[src/design/perm_pkg.sv]
// perm_pkg: transaction types and operation codes of the permutation enumerator.
// Depends on nothing; used by permutation_enumerator.
`timescale 1ns / 1ps
`default_nettype none

package perm_pkg;

  localparam logic [1:0] OP_CLEAR = 2'd0;
  localparam logic [1:0] OP_LOAD  = 2'd1;
  localparam logic [1:0] OP_NEXT  = 2'd2;

  typedef struct packed {
    logic [1:0] op;
    logic [7:0] value;
  } in_t;

  typedef struct packed {
    logic [7:0] element;
    logic [2:0] position;
    logic       element_valid;
    logic       last_of_run;
    logic       final_permutation;
    logic       no_more;
  } out_t;

endpackage

`default_nettype wire

[src/design/permutation_enumerator.sv]
// permutation_enumerator: swap-based backtracking enumeration of a loaded symbol set.
// Depends on perm_pkg (transaction structs, op codes).
`timescale 1ns / 1ps
`default_nettype none

// Channel  | Direction | Handshake          | Payload
// ---------+-----------+--------------------+---------------------------
// input    | in        | in_valid/in_ready  | perm_pkg::in_t  (op, value)
// result   | out       | out_valid/out_ready| perm_pkg::out_t (6 fields)
//
// Sequence: clear and load finish on acceptance. A next request (n symbols) is
//   accepted, walks back level by level (counter read, pair read, two writes;
//   skipped on the first request), swaps forward (pair read, two writes),
//   reseeds the deeper counters, checks n counters and emits n elements, paced by
//   the single write port of the arrangement memory and registered memory reads.
// Reset: rst_n low clears length, started, exhausted, the sequencer and the
//   output valid flag. The memories are not cleared; every entry is written
//   before it is read.
// Stalls: a held result parks in the output register; the sequencer waits in
//   its emit or single-result state until the register drains. Input is taken
//   only while the sequencer is idle.

module permutation_enumerator #(
  parameter int MAX_LEN    = 8,
  parameter int ELEM_WIDTH = 8
) (
  input  wire logic           clk,
  input  wire logic           rst_n,
  input  wire logic           in_valid,
  output logic                in_ready,
  input  wire perm_pkg::in_t  in_data,
  output logic                out_valid,
  input  wire logic           out_ready,
  output perm_pkg::out_t      out_data
);

  localparam int AW = (MAX_LEN > 1) ? $clog2(MAX_LEN) : 1;  // memory address
  localparam int LW = $clog2(MAX_LEN + 1);                  // holds 0..MAX_LEN

  localparam logic [3:0] S_IDLE   = 4'd0;
  localparam logic [3:0] S_ONE    = 4'd1;
  localparam logic [3:0] S_DESC   = 4'd2;
  localparam logic [3:0] S_BK_RD  = 4'd3;
  localparam logic [3:0] S_BK_C   = 4'd4;
  localparam logic [3:0] S_BK_SW1 = 4'd5;
  localparam logic [3:0] S_BK_SW2 = 4'd6;
  localparam logic [3:0] S_FW_RD  = 4'd7;
  localparam logic [3:0] S_FW_SW1 = 4'd8;
  localparam logic [3:0] S_FW_SW2 = 4'd9;
  localparam logic [3:0] S_CHK_RD = 4'd10;
  localparam logic [3:0] S_CHK_EV = 4'd11;
  localparam logic [3:0] S_E_RD   = 4'd12;
  localparam logic [3:0] S_E_OUT  = 4'd13;

  // Memories: arrangement (two read ports, one write) and choice counters.
  logic [ELEM_WIDTH-1:0] arr_mem [MAX_LEN];
  logic [LW-1:0]         ctr_mem [MAX_LEN];

  logic [ELEM_WIDTH-1:0] arr_qa_r, arr_qb_r;
  logic [LW-1:0]         ctr_q_r;

  logic                  arr_we;
  logic [AW-1:0]         arr_wa;
  logic [ELEM_WIDTH-1:0] arr_wd;
  logic [AW-1:0]         arr_ra, arr_rb;
  logic                  ctr_we;
  logic [AW-1:0]         ctr_wa;
  logic [LW-1:0]         ctr_wd;
  logic [AW-1:0]         ctr_ra;

  // Control registers.
  logic [3:0]            state_r, state_nxt;
  logic [LW-1:0]         length_r, length_nxt;
  logic                  started_r, started_nxt;
  logic                  exhausted_r, exhausted_nxt;
  logic [AW-1:0]         k_r, k_nxt;
  logic [LW-1:0]         m_r, m_nxt;
  logic [LW-1:0]         p_r, p_nxt;
  logic [LW-1:0]         c_r, c_nxt;
  logic [ELEM_WIDTH-1:0] hold_r, hold_nxt;
  logic                  fin_r, fin_nxt;
  logic                  one_nomore_r, one_nomore_nxt;
  logic                  out_valid_r, out_valid_nxt;
  perm_pkg::out_t        out_data_r, out_data_nxt;

  logic                    in_fire;
  logic                    out_free;
  logic [ELEM_WIDTH+7:0]   in_ext;
  logic [ELEM_WIDTH+7:0]   elem_ext;
  logic [LW+2:0]           pos_ext;
  logic [LW-1:0]           length_m1;
  logic [LW-1:0]           c_inc;
  logic                    p_last;

  assign in_ready  = (state_r == S_IDLE);
  assign in_fire   = in_valid && in_ready;
  assign out_free  = !out_valid_r || out_ready;
  assign out_valid = out_valid_r;
  assign out_data  = out_data_r;

  assign in_ext    = {{ELEM_WIDTH{1'b0}}, in_data.value};
  assign elem_ext  = {8'b0, arr_qa_r};
  assign pos_ext   = {3'b000, p_r};
  assign length_m1 = length_r - LW'(1);
  assign c_inc     = c_r + LW'(1);
  assign p_last    = (p_r == length_m1);

  // Memory ports: write at the edge leaving a state, reads registered.
  always_ff @(posedge clk) begin
    if (arr_we) begin
      arr_mem[arr_wa] <= arr_wd;
    end
    if (ctr_we) begin
      ctr_mem[ctr_wa] <= ctr_wd;
    end
    arr_qa_r <= arr_mem[arr_ra];
    arr_qb_r <= arr_mem[arr_rb];
    ctr_q_r  <= ctr_mem[ctr_ra];
  end

  always_comb begin
    state_nxt      = state_r;
    length_nxt     = length_r;
    started_nxt    = started_r;
    exhausted_nxt  = exhausted_r;
    k_nxt          = k_r;
    m_nxt          = m_r;
    p_nxt          = p_r;
    c_nxt          = c_r;
    hold_nxt       = hold_r;
    fin_nxt        = fin_r;
    one_nomore_nxt = one_nomore_r;
    out_valid_nxt  = out_valid_r && !out_ready;
    out_data_nxt   = out_data_r;

    arr_we = 1'b0;
    arr_wa = k_r;
    arr_wd = arr_qb_r;
    arr_ra = k_r;
    arr_rb = c_r[AW-1:0];
    ctr_we = 1'b0;
    ctr_wa = k_r;
    ctr_wd = c_inc;
    ctr_ra = k_r;

    unique case (state_r)
      S_IDLE: begin
        if (in_fire) begin
          unique case (in_data.op)
            perm_pkg::OP_CLEAR: begin
              length_nxt    = '0;
              started_nxt   = 1'b0;
              exhausted_nxt = 1'b0;
            end
            perm_pkg::OP_LOAD: begin
              // Append in present order; drop when full.
              if (length_r < LW'(MAX_LEN)) begin
                arr_we     = 1'b1;
                arr_wa     = length_r[AW-1:0];
                arr_wd     = in_ext[ELEM_WIDTH-1:0];
                length_nxt = length_r + LW'(1);
              end
              started_nxt   = 1'b0;
              exhausted_nxt = 1'b0;
            end
            perm_pkg::OP_NEXT: begin
              if (exhausted_r) begin
                one_nomore_nxt = 1'b1;
                state_nxt      = S_ONE;
              end else if (!started_r) begin
                started_nxt = 1'b1;
                m_nxt       = '0;
                state_nxt   = S_DESC;
              end else if (length_r == '0) begin
                exhausted_nxt  = 1'b1;
                one_nomore_nxt = 1'b1;
                state_nxt      = S_ONE;
              end else begin
                k_nxt     = length_m1[AW-1:0];
                state_nxt = S_BK_RD;
              end
            end
            default: begin
              // Unused op code: ignore.
            end
          endcase
        end
      end
      S_ONE: begin
        // Single result: empty permutation or nothing left.
        if (out_free) begin
          out_valid_nxt                   = 1'b1;
          out_data_nxt.element            = '0;
          out_data_nxt.position           = '0;
          out_data_nxt.element_valid      = 1'b0;
          out_data_nxt.last_of_run        = 1'b1;
          out_data_nxt.final_permutation  = !one_nomore_r;
          out_data_nxt.no_more            = one_nomore_r;
          state_nxt                       = S_IDLE;
        end
      end
      S_DESC: begin
        // Reseed deeper levels: counter at level m starts at m.
        if (m_r < length_r) begin
          ctr_we = 1'b1;
          ctr_wa = m_r[AW-1:0];
          ctr_wd = m_r;
          m_nxt  = m_r + LW'(1);
        end else if (length_r == '0) begin
          one_nomore_nxt = 1'b0;
          state_nxt      = S_ONE;
        end else begin
          p_nxt     = '0;
          fin_nxt   = 1'b1;
          state_nxt = S_CHK_RD;
        end
      end
      S_BK_RD: begin
        ctr_ra    = k_r;
        state_nxt = S_BK_C;
      end
      S_BK_C: begin
        c_nxt     = ctr_q_r;
        arr_ra    = k_r;
        arr_rb    = ctr_q_r[AW-1:0];
        state_nxt = S_BK_SW1;
      end
      S_BK_SW1: begin
        // Undo the swap at this level and advance its counter.
        arr_we    = 1'b1;
        arr_wa    = k_r;
        arr_wd    = arr_qb_r;
        hold_nxt  = arr_qa_r;
        ctr_we    = 1'b1;
        ctr_wa    = k_r;
        ctr_wd    = c_inc;
        state_nxt = S_BK_SW2;
      end
      S_BK_SW2: begin
        arr_we = 1'b1;
        arr_wa = c_r[AW-1:0];
        arr_wd = hold_r;
        if (c_inc < length_r) begin
          c_nxt     = c_inc;
          state_nxt = S_FW_RD;
        end else if (k_r == '0) begin
          exhausted_nxt  = 1'b1;
          one_nomore_nxt = 1'b1;
          state_nxt      = S_ONE;
        end else begin
          k_nxt     = k_r - AW'(1);
          state_nxt = S_BK_RD;
        end
      end
      S_FW_RD: begin
        arr_ra    = k_r;
        arr_rb    = c_r[AW-1:0];
        state_nxt = S_FW_SW1;
      end
      S_FW_SW1: begin
        arr_we    = 1'b1;
        arr_wa    = k_r;
        arr_wd    = arr_qb_r;
        hold_nxt  = arr_qa_r;
        state_nxt = S_FW_SW2;
      end
      S_FW_SW2: begin
        arr_we    = 1'b1;
        arr_wa    = c_r[AW-1:0];
        arr_wd    = hold_r;
        m_nxt     = LW'(k_r) + LW'(1);
        state_nxt = S_DESC;
      end
      S_CHK_RD: begin
        ctr_ra    = p_r[AW-1:0];
        state_nxt = S_CHK_EV;
      end
      S_CHK_EV: begin
        // Final permutation: every counter sits on the last index.
        if (ctr_q_r != length_m1) begin
          fin_nxt = 1'b0;
        end
        if (p_last) begin
          p_nxt     = '0;
          state_nxt = S_E_RD;
        end else begin
          p_nxt     = p_r + LW'(1);
          state_nxt = S_CHK_RD;
        end
      end
      S_E_RD: begin
        arr_ra    = p_r[AW-1:0];
        state_nxt = S_E_OUT;
      end
      S_E_OUT: begin
        // Hold the read data until the output register drains.
        arr_ra = p_r[AW-1:0];
        if (out_free) begin
          out_valid_nxt                  = 1'b1;
          out_data_nxt.element           = elem_ext[7:0];
          out_data_nxt.position          = pos_ext[2:0];
          out_data_nxt.element_valid     = 1'b1;
          out_data_nxt.last_of_run       = p_last;
          out_data_nxt.final_permutation = fin_r;
          out_data_nxt.no_more           = 1'b0;
          if (p_last) begin
            state_nxt = S_IDLE;
          end else begin
            p_nxt     = p_r + LW'(1);
            state_nxt = S_E_RD;
          end
        end
      end
      default: begin
        state_nxt = S_IDLE;
      end
    endcase
  end

  always_ff @(posedge clk) begin
    if (!rst_n) begin
      state_r     <= S_IDLE;
      length_r    <= '0;
      started_r   <= 1'b0;
      exhausted_r <= 1'b0;
      out_valid_r <= 1'b0;
    end else begin
      state_r     <= state_nxt;
      length_r    <= length_nxt;
      started_r   <= started_nxt;
      exhausted_r <= exhausted_nxt;
      out_valid_r <= out_valid_nxt;
    end
  end

  always_ff @(posedge clk) begin
    k_r          <= k_nxt;
    m_r          <= m_nxt;
    p_r          <= p_nxt;
    c_r          <= c_nxt;
    hold_r       <= hold_nxt;
    fin_r        <= fin_nxt;
    one_nomore_r <= one_nomore_nxt;
    out_data_r   <= out_data_nxt;
  end

  // Checks on the sequencer.
  a_len_bound: assert property (@(posedge clk) disable iff (!rst_n)
    length_r <= LW'(MAX_LEN))
    else $error("length beyond capacity");

  a_exh_started: assert property (@(posedge clk) disable iff (!rst_n)
    exhausted_r |-> started_r)
    else $error("exhausted without a started enumeration");

  a_level_range: assert property (@(posedge clk) disable iff (!rst_n)
    (state_r == S_BK_RD || state_r == S_BK_SW2 || state_r == S_FW_SW2)
      |-> (LW'(k_r) < length_r))
    else $error("backtrack level outside the set");

  a_nomore_shape: assert property (@(posedge clk) disable iff (!rst_n)
    (out_valid && out_data.no_more)
      |-> (out_data.last_of_run && !out_data.element_valid && !out_data.final_permutation))
    else $error("malformed exhausted result");

  a_emit_lands: assert property (@(posedge clk) disable iff (!rst_n)
    (state_r == S_E_OUT && out_free) |=> (out_valid && out_data.element_valid))
    else $error("emitted element not loaded");

endmodule

`default_nettype wire
[config.mk]
export PLATFORM = sky130hd
export DESIGN_NAME = permutation_enumerator
export DESIGN_NICKNAME = d
export VERILOG_FILES = /design/src/design/perm_pkg.sv /design/src/design/permutation_enumerator.sv
export SDC_FILE = /design/constraint.sdc
export NUM_CORES = 1
export LEC_CHECK = 0
export ABC_AREA = 0
export BUFFER_PORTS_ARGS = -buffer_cell sky130_fd_sc_hd__buf_2
export CAP_MARGIN = 20
export CORE_MARGIN = 2
export CORE_UTILIZATION = 40
export DETAILED_ROUTE_END_ITERATION = 16
export PLACE_DENSITY = 0.65
export SYNTH_ARGS = -nofsm -noshare
export SYNTH_HDL_FRONTEND = slang
export SYNTH_SLANG_ARGS = --single-unit
[constraint.sdc]
create_clock -name clk -period 3.4 [get_ports clk]
set_input_delay 0.17 -clock clk [delete_from_list [all_inputs] [get_ports clk]]
set_output_delay 0.17 -clock clk [all_outputs]
set_load 0.01 [all_outputs]
* Word-level counts from Yosys, hierarchy flattened
Memory sizes are Yosys's and may differ from the RTL's. A register that Yosys moved wholly into a read port is not among the register bits.
Index checks and enable logic that the tools add are counted.
** Storage, ports and cells
- Register bits after elaboration :: 51
- Memory bits (writable) :: 96
- Input port bits :: 14
- Output and inout port bits :: 17
- Logic and storage cells :: 196
- Memories kept :: 2
** Memory list
- arr_mem :: words 8, width 8, read ports 2, clocked after Yosys merged registers in 2, write ports 1, line permutation_enumerator.sv:56 : logic [ELEM_WIDTH-1:0] arr_mem [MAX_LEN];
- ctr_mem :: words 8, width 4, read ports 1, clocked after Yosys merged registers in 1, write ports 1, line permutation_enumerator.sv:57 : logic [LW-1:0] ctr_mem [MAX_LEN];
** Operators by class
- $add $sub $neg :: 7
- Magnitude comparators :: 3
- Equal/unequal tests :: 40
- Muxes and demuxes :: 90
- Reductions and logical operators :: 36
** Operators with widths (number)
- $mux W4 :: 21
- $pmux W4 S14 :: 1
- $mux W3 :: 17
- $ne A2 B2 Y1 const B :: 17
- $mux W15 :: 2
- $pmux W15 S2 :: 1
- $mux W1 :: 27
- $eq A4 B4 Y1 const B :: 6
- $mux W8 :: 3
- $pmux W4 S3 :: 2
- $add A4 B1 Y4 const B :: 4
- $eq A4 B3 Y1 const B :: 4
- $pmux W4 S2 :: 2
- $pmux W8 S2 :: 1
- $reduce_and A5 Y1 :: 3
- $pmux W1 S2 :: 6
- $pmux W3 S2 :: 2
- $reduce_and A4 Y1 :: 3
- $reduce_bool A2 Y1 :: 6
- $reduce_or A2 Y1 :: 5
- $reduce_and A9 Y1 :: 1
- $reduce_bool A3 Y1 :: 3
- $eq A4 B2 Y1 const B :: 2
- $logic_not A4 Y1 :: 2
- 25 further kinds :: 35

* Longest topological paths before layout
- Depth in word-level cells :: 7
- Mapped depth :: 10
- Mapped depth without buffers :: 9

* Worst setup path before layout
No wires, ideal clock.
- Path kind :: reg2reg
- Start :: reg state_r[3]
- End :: mem arr_mem[2][0] (enable)
- Library setup time :: 0.383 ns
- Data arrival time :: 2.646 ns
- Data required time :: 3.017 ns
- Slack :: 0.371 ns
- Stages on the path, launching flop included :: 7
- Buffers on the path :: 1
- Period minus slack after synthesis :: 3.029 ns
- Cell sequence :: dfxtp_1 buf_2 or3b_1 a21oi_1 a211oi_1 or2_2 nor3_1
** On the way
- Longest elaborated chain between the ends :: 6
- Elaborated cells on any way between the ends :: 14
- Those cells by class :: eq/ne (4); mux (6); reduce/logical (4)
** Ends and longest elaborated chain
- from (decl) :: line permutation_enumerator.sv:72 : logic [3:0] state_r, state_nxt;
- from (signal assigned) :: line permutation_enumerator.sv:328 : state_r <= state_nxt;
- $logic_not A4 Y1 :: line permutation_enumerator.sv:95, permutation_enumerator.sv:146
- $logic_and A1 B1 Y1 :: line permutation_enumerator.sv:96 : assign in_fire = in_valid && in_ready;
- $mux W1 :: line permutation_enumerator.sv:148 : if (in_fire) begin
- $pmux W1 S2 :: line permutation_enumerator.sv:146 : unique case (state_r)
- $mux W1 :: line permutation_enumerator.sv:110 : if (arr_we) begin
- $mux W1 (not written as such) :: line permutation_enumerator.sv:111 : arr_mem[arr_wa] <= arr_wd;
- to (decl) :: line permutation_enumerator.sv:56
Several ways; a longest one is shown, not always the timed one.

* Worst setup path in the final report
- Start :: reg c_r[0]
- End :: reg k_r[2] (enable)
** On the way
- Longest elaborated chain between the ends :: 4
** Ends and longest elaborated chain
- from (decl) :: line permutation_enumerator.sv:79 : logic [LW-1:0] c_r, c_nxt;
- from (signal assigned) :: line permutation_enumerator.sv:340 : c_r <= c_nxt;
- $add A4 B1 Y4 :: line permutation_enumerator.sv:105 : assign c_inc = c_r + LW'(1);
- $lt A4 B4 Y1 :: line permutation_enumerator.sv:243 : if (c_inc < length_r) begin
- $ne A2 B2 Y1 (no line)
- $reduce_and A8 Y1 (no line)
- to (signal assigned) :: line permutation_enumerator.sv:337 : k_r <= k_nxt;
- to (decl) :: line permutation_enumerator.sv:76 : logic [AW-1:0] k_r, k_nxt;
No other way between the ends.
A chain may end at the register's enable or synchronous reset.

==> out/qor.yml <==
status: "finished clean"
worstPathRequired_ns: 3.47
synth.most_common_cell: "sky130_fd_sc_hd__edfxtp_1"
grt_start_max_net_pins: 25
yosysSeqAreaShare_pct: 59.3
cts-htree-levels: 4
leakage_nw: 3.28
syn_area_mm2: 0.00793
post_synth_mux_area_share_pct: 14.8
crit_type: "register to register"
drt-initial-drc-count: 524
design.final.nets: 657
vdd_ir_drop_max_uv: 307
final.setup.tns_ns: 0
detail_route.drc_violations: 0
clkLatencyLatePin_ns: 0.43
synth_compound_gate_area_share_pct: 7.44
preCtsSetupSlack_ns: 0.400
least_margin_pin_slew_ns: 0.903
die_area_mm2: 0.0210
synth-adder-area-share_pct: 2.05
die_w_um: 145
clock_skew_ns: 0.0103
wire_per_inst_um: 20.1
yosysWarnings: 0
critical_path.endpoint_type: "register"
yosys.cell_types.count: 75
timing.hold.worst.start: "in_data[8]"
antenna-diode-count: 0
path_clk_slew_ns: 0.07
report.final.hold_viol_count: 0
r2r-end: "k_r[2]$_DFFE_PP_"
syn-instance-count: 574
cts.hold.buffers_added: 0
synthDominantCellAreaShare_pct: 51.5
postSynthNetCount: 601
yosysTopAreaCell: "sky130_fd_sc_hd__edfxtp_1"
routed_wl_um: 18300
hold_path.class: "primary input to register"
yosys_register_bits: 167
hold_path_depth: 2
detail-route-antenna-nets: 0
worst_slack_setup_final_ns: 0.332
via_count: 5143
place.detailed.hpwl_um: 12500
layout_min_cycle_time_ns: 3.07
root_buffer: "sky130_fd_sc_hd__clkbuf_16"
main_combinational_cell_family_by_area_after_synthesis: "multiplexers"
initial_core_util_pct: 40.8
core_area_mm2: 0.0195
total_grt_usage_pct: 18.5
floorplan.io_pins: 31
cts_post_setup_buffers_inserted: 0
grt_antenna_before_repair: 0
slew_violations: 0
max_buffers_root_to_sink: 2
firstDrtPassIters: 6
share_of_layout_cells_above_drive_strength_1_pct: 26.1
worst-endpoint-arrival_ns: 3.14
synth.avg_cell_area_um2: 13.8
finalSetupViolations: 0
worstPathMaxFanout: 8
achievable-frequency_ghz: 0.326
post_synth_main_area_contributors: "sky130_fd_sc_hd__edfxtp_1 (51%), sky130_fd_sc_hd__mux4_2 (11%), sky130_fd_sc_hd__dfxtp_1 (7.8%)"
fp.dieH_um: 145
synthArstFlopShare_pct: 0
grt_pass1_vias: 5018
buffer_ports.inserted: 30
areaGrowthSynthToFinish_pct: 15.0
ff2ff_setup_slack_ns: 0.33
ff_to_ff_path_depth: 8
synth-edff-count: 136
tritoncts.num_buffers: 17
post_cts.resized_instances: 0
routed_via_density: 5.66
startpoint_of_the_worst_slack_reg_to_reg_timing_path: "c_r[0]$_DFFE_PP_"
min_to: "length_r[3]$_SDFFE_PN0P_"
pwr_density_cell_mw_per_mm2: 466
globalRoute.totalOverflow: 0
synth_simple_gate_area_share_pct: 11.8
cp-start-kind: "register"
synthTopCellsByCount: "sky130_fd_sc_hd__edfxtp_1 (136), sky130_fd_sc_hd__nand2_1 (64), sky130_fd_sc_hd__nor2_1 (41)"
grt_pass1_wl_um: 28900
row_cnt: 51
rsz0062_at_grt: "no"
yosys.area_share.xor_xnor_pct: 2.05
dominantRegCellSynth: "sky130_fd_sc_hd__edfxtp_1"
cts.sinks: 167
worstSetupStartpoint: "c_r[0]$_DFFE_PP_"
tritoncts: "done"
tcrit_tclk_final_pct: 90.2
routabilityCongestion: 0.911
number_of_max_cap_violations: 0
slew_margin_rel_pct: 39.8
sequential cells by signal, summed over array words and instances, names as in the netlist, 3 cells and up:
name and count:
arr_qb_r 8, c_r 4, ctr_q_r 4, state_r 4
ctr_mem 32, m_r 4, k_r 3, arr_qa_r 8
p_r 4, length_r 4, hold_r 8, out_data 15
arr_mem 64
kinds of logic after synthesis:
kind of cell | after synthesis
simple gates | 181
flops | 167
compound gates | 85
mux | 65
buf+inv | 46
xor+xnor | 17
fa+ha+maj | 13
cell type report:
| class | instances | area (um2) |
|---|---|---|
| fill | 1694 | 10300 |
| sequential | 167 | 4700 |
| multi-input combinational | 361 | 3030 |
| clock buffer | 19 | 464 |
| timing repair buffer | 65 | 413 |
| tap | 265 | 332 |
| clock inverter | 13 | 106 |
| inverter | 18 | 67.6 |
layer usage:
metal / track usage [%] / share of wire [%] / vias to the layer above
li1: - / - / 2321
met4: 6.08 / 1.7 / 0
met1: 25.2 / 43 / 2592
met2: 30.1 / 50 / 199
met5: 0 / 0 / -
met3: 3.55 / 5.9 / 31
worst max-delay path by stage:
stage                                   end  cells past startpoint  slack [ns]
finish                     k_r[2]$_DFFE_PP_                      8        0.33
floorplan           arr_mem[2][0]$_DFFE_PP_                      6        0.37
detailed placement   one_nomore_r$_DFFE_PP_                      9        0.40
CTS                        k_r[2]$_DFFE_PP_                      8        0.38
global route         one_nomore_r$_DFFE_PP_                      9        0.17
global placement           k_r[0]$_DFFE_PP_                      8        0.60
critical path, stage by stage (launching register included):
cell                       delay [ns]
sky130_fd_sc_hd__edfxtp_1        0.53
sky130_fd_sc_hd__ha_1            0.27
sky130_fd_sc_hd__xnor2_1         0.24
sky130_fd_sc_hd__inv_1           0.09
sky130_fd_sc_hd__ha_1            0.30
sky130_fd_sc_hd__nor3_1          0.05
sky130_fd_sc_hd__a211oi_1        0.54
sky130_fd_sc_hd__a32oi_1         0.15
sky130_fd_sc_hd__a311oi_1        0.53
metrics by stage:
step / area, um2 / power, mW / std cells / hold slack, ns / utilization [%]
2_1_floorplan: 7930 / 2.37 / 574 / 0.326 / -
3_3_place_gp: 8550 / 2.43 / 876 / 0.401 / 43.9
3_5_place_dp: 8550 / 2.43 / 876 / 0.407 / 43.9
4_1_cts: 9120 / 4.28 / 908 / 0.0601 / 46.9
5_1_grt: 9120 / 4.37 / 908 / 0.0888 / 46.9
6_report: 9120 / 4.25 / 908 / 0.0768 / 46.9
power by group:
| part | internal [mW] | switching [mW] |
|---|---|---|
| logic | 0.0608 | 0.0936 |
| clock network | 1.02 | 0.842 |
| registers | 2.21 | 0.0202 |
layout by cell type (no fill, tap or decap), types with 3 or more instances in the layout:
| cell | Yosys | final |
|---|---|---|
| sky130_fd_sc_hd__nor4_1 | 3 | 3 |
| sky130_fd_sc_hd__xnor2_1 | 7 | 7 |
| sky130_fd_sc_hd__dfxtp_1 | 31 | 31 |
| sky130_fd_sc_hd__a22oi_1 | 9 | 9 |
| sky130_fd_sc_hd__o211a_1 | 3 | 3 |
| sky130_fd_sc_hd__mux4_2 | 40 | 40 |
| sky130_fd_sc_hd__a211oi_1 | 4 | 4 |
| sky130_fd_sc_hd__or3_1 | 3 | 3 |
| sky130_fd_sc_hd__edfxtp_1 | 136 | 136 |
| sky130_fd_sc_hd__nand2b_1 | 4 | 4 |
| sky130_fd_sc_hd__buf_4 | 3 | 35 |
| sky130_fd_sc_hd__inv_6 | 0 | 5 |
| sky130_fd_sc_hd__nor2_1 | 41 | 41 |
| sky130_fd_sc_hd__ha_1 | 13 | 13 |
| sky130_fd_sc_hd__mux2_2 | 15 | 15 |
| sky130_fd_sc_hd__o21a_1 | 3 | 3 |
| sky130_fd_sc_hd__nor2b_1 | 6 | 6 |
| sky130_fd_sc_hd__nand4_1 | 3 | 3 |
| sky130_fd_sc_hd__nand2_1 | 64 | 64 |
| sky130_fd_sc_hd__o21ai_0 | 12 | 12 |
| sky130_fd_sc_hd__nor3_1 | 13 | 13 |
| sky130_fd_sc_hd__a21oi_1 | 23 | 23 |
| sky130_fd_sc_hd__and2_1 | 12 | 12 |
| sky130_fd_sc_hd__mux2i_1 | 8 | 8 |
| sky130_fd_sc_hd__o22ai_1 | 3 | 3 |
| sky130_fd_sc_hd__inv_8 | 0 | 3 |
| sky130_fd_sc_hd__inv_1 | 16 | 16 |
| sky130_fd_sc_hd__xor2_1 | 9 | 9 |
| sky130_fd_sc_hd__nor3b_1 | 4 | 4 |
| sky130_fd_sc_hd__nand3_1 | 7 | 7 |
| sky130_fd_sc_hd__clkbuf_16 | 0 | 18 |
| sky130_fd_sc_hd__buf_2 | 3 | 30 |
| sky130_fd_sc_hd__clkinv_2 | 0 | 4 |
Note: power is estimated with default switching activity, not from simulation.
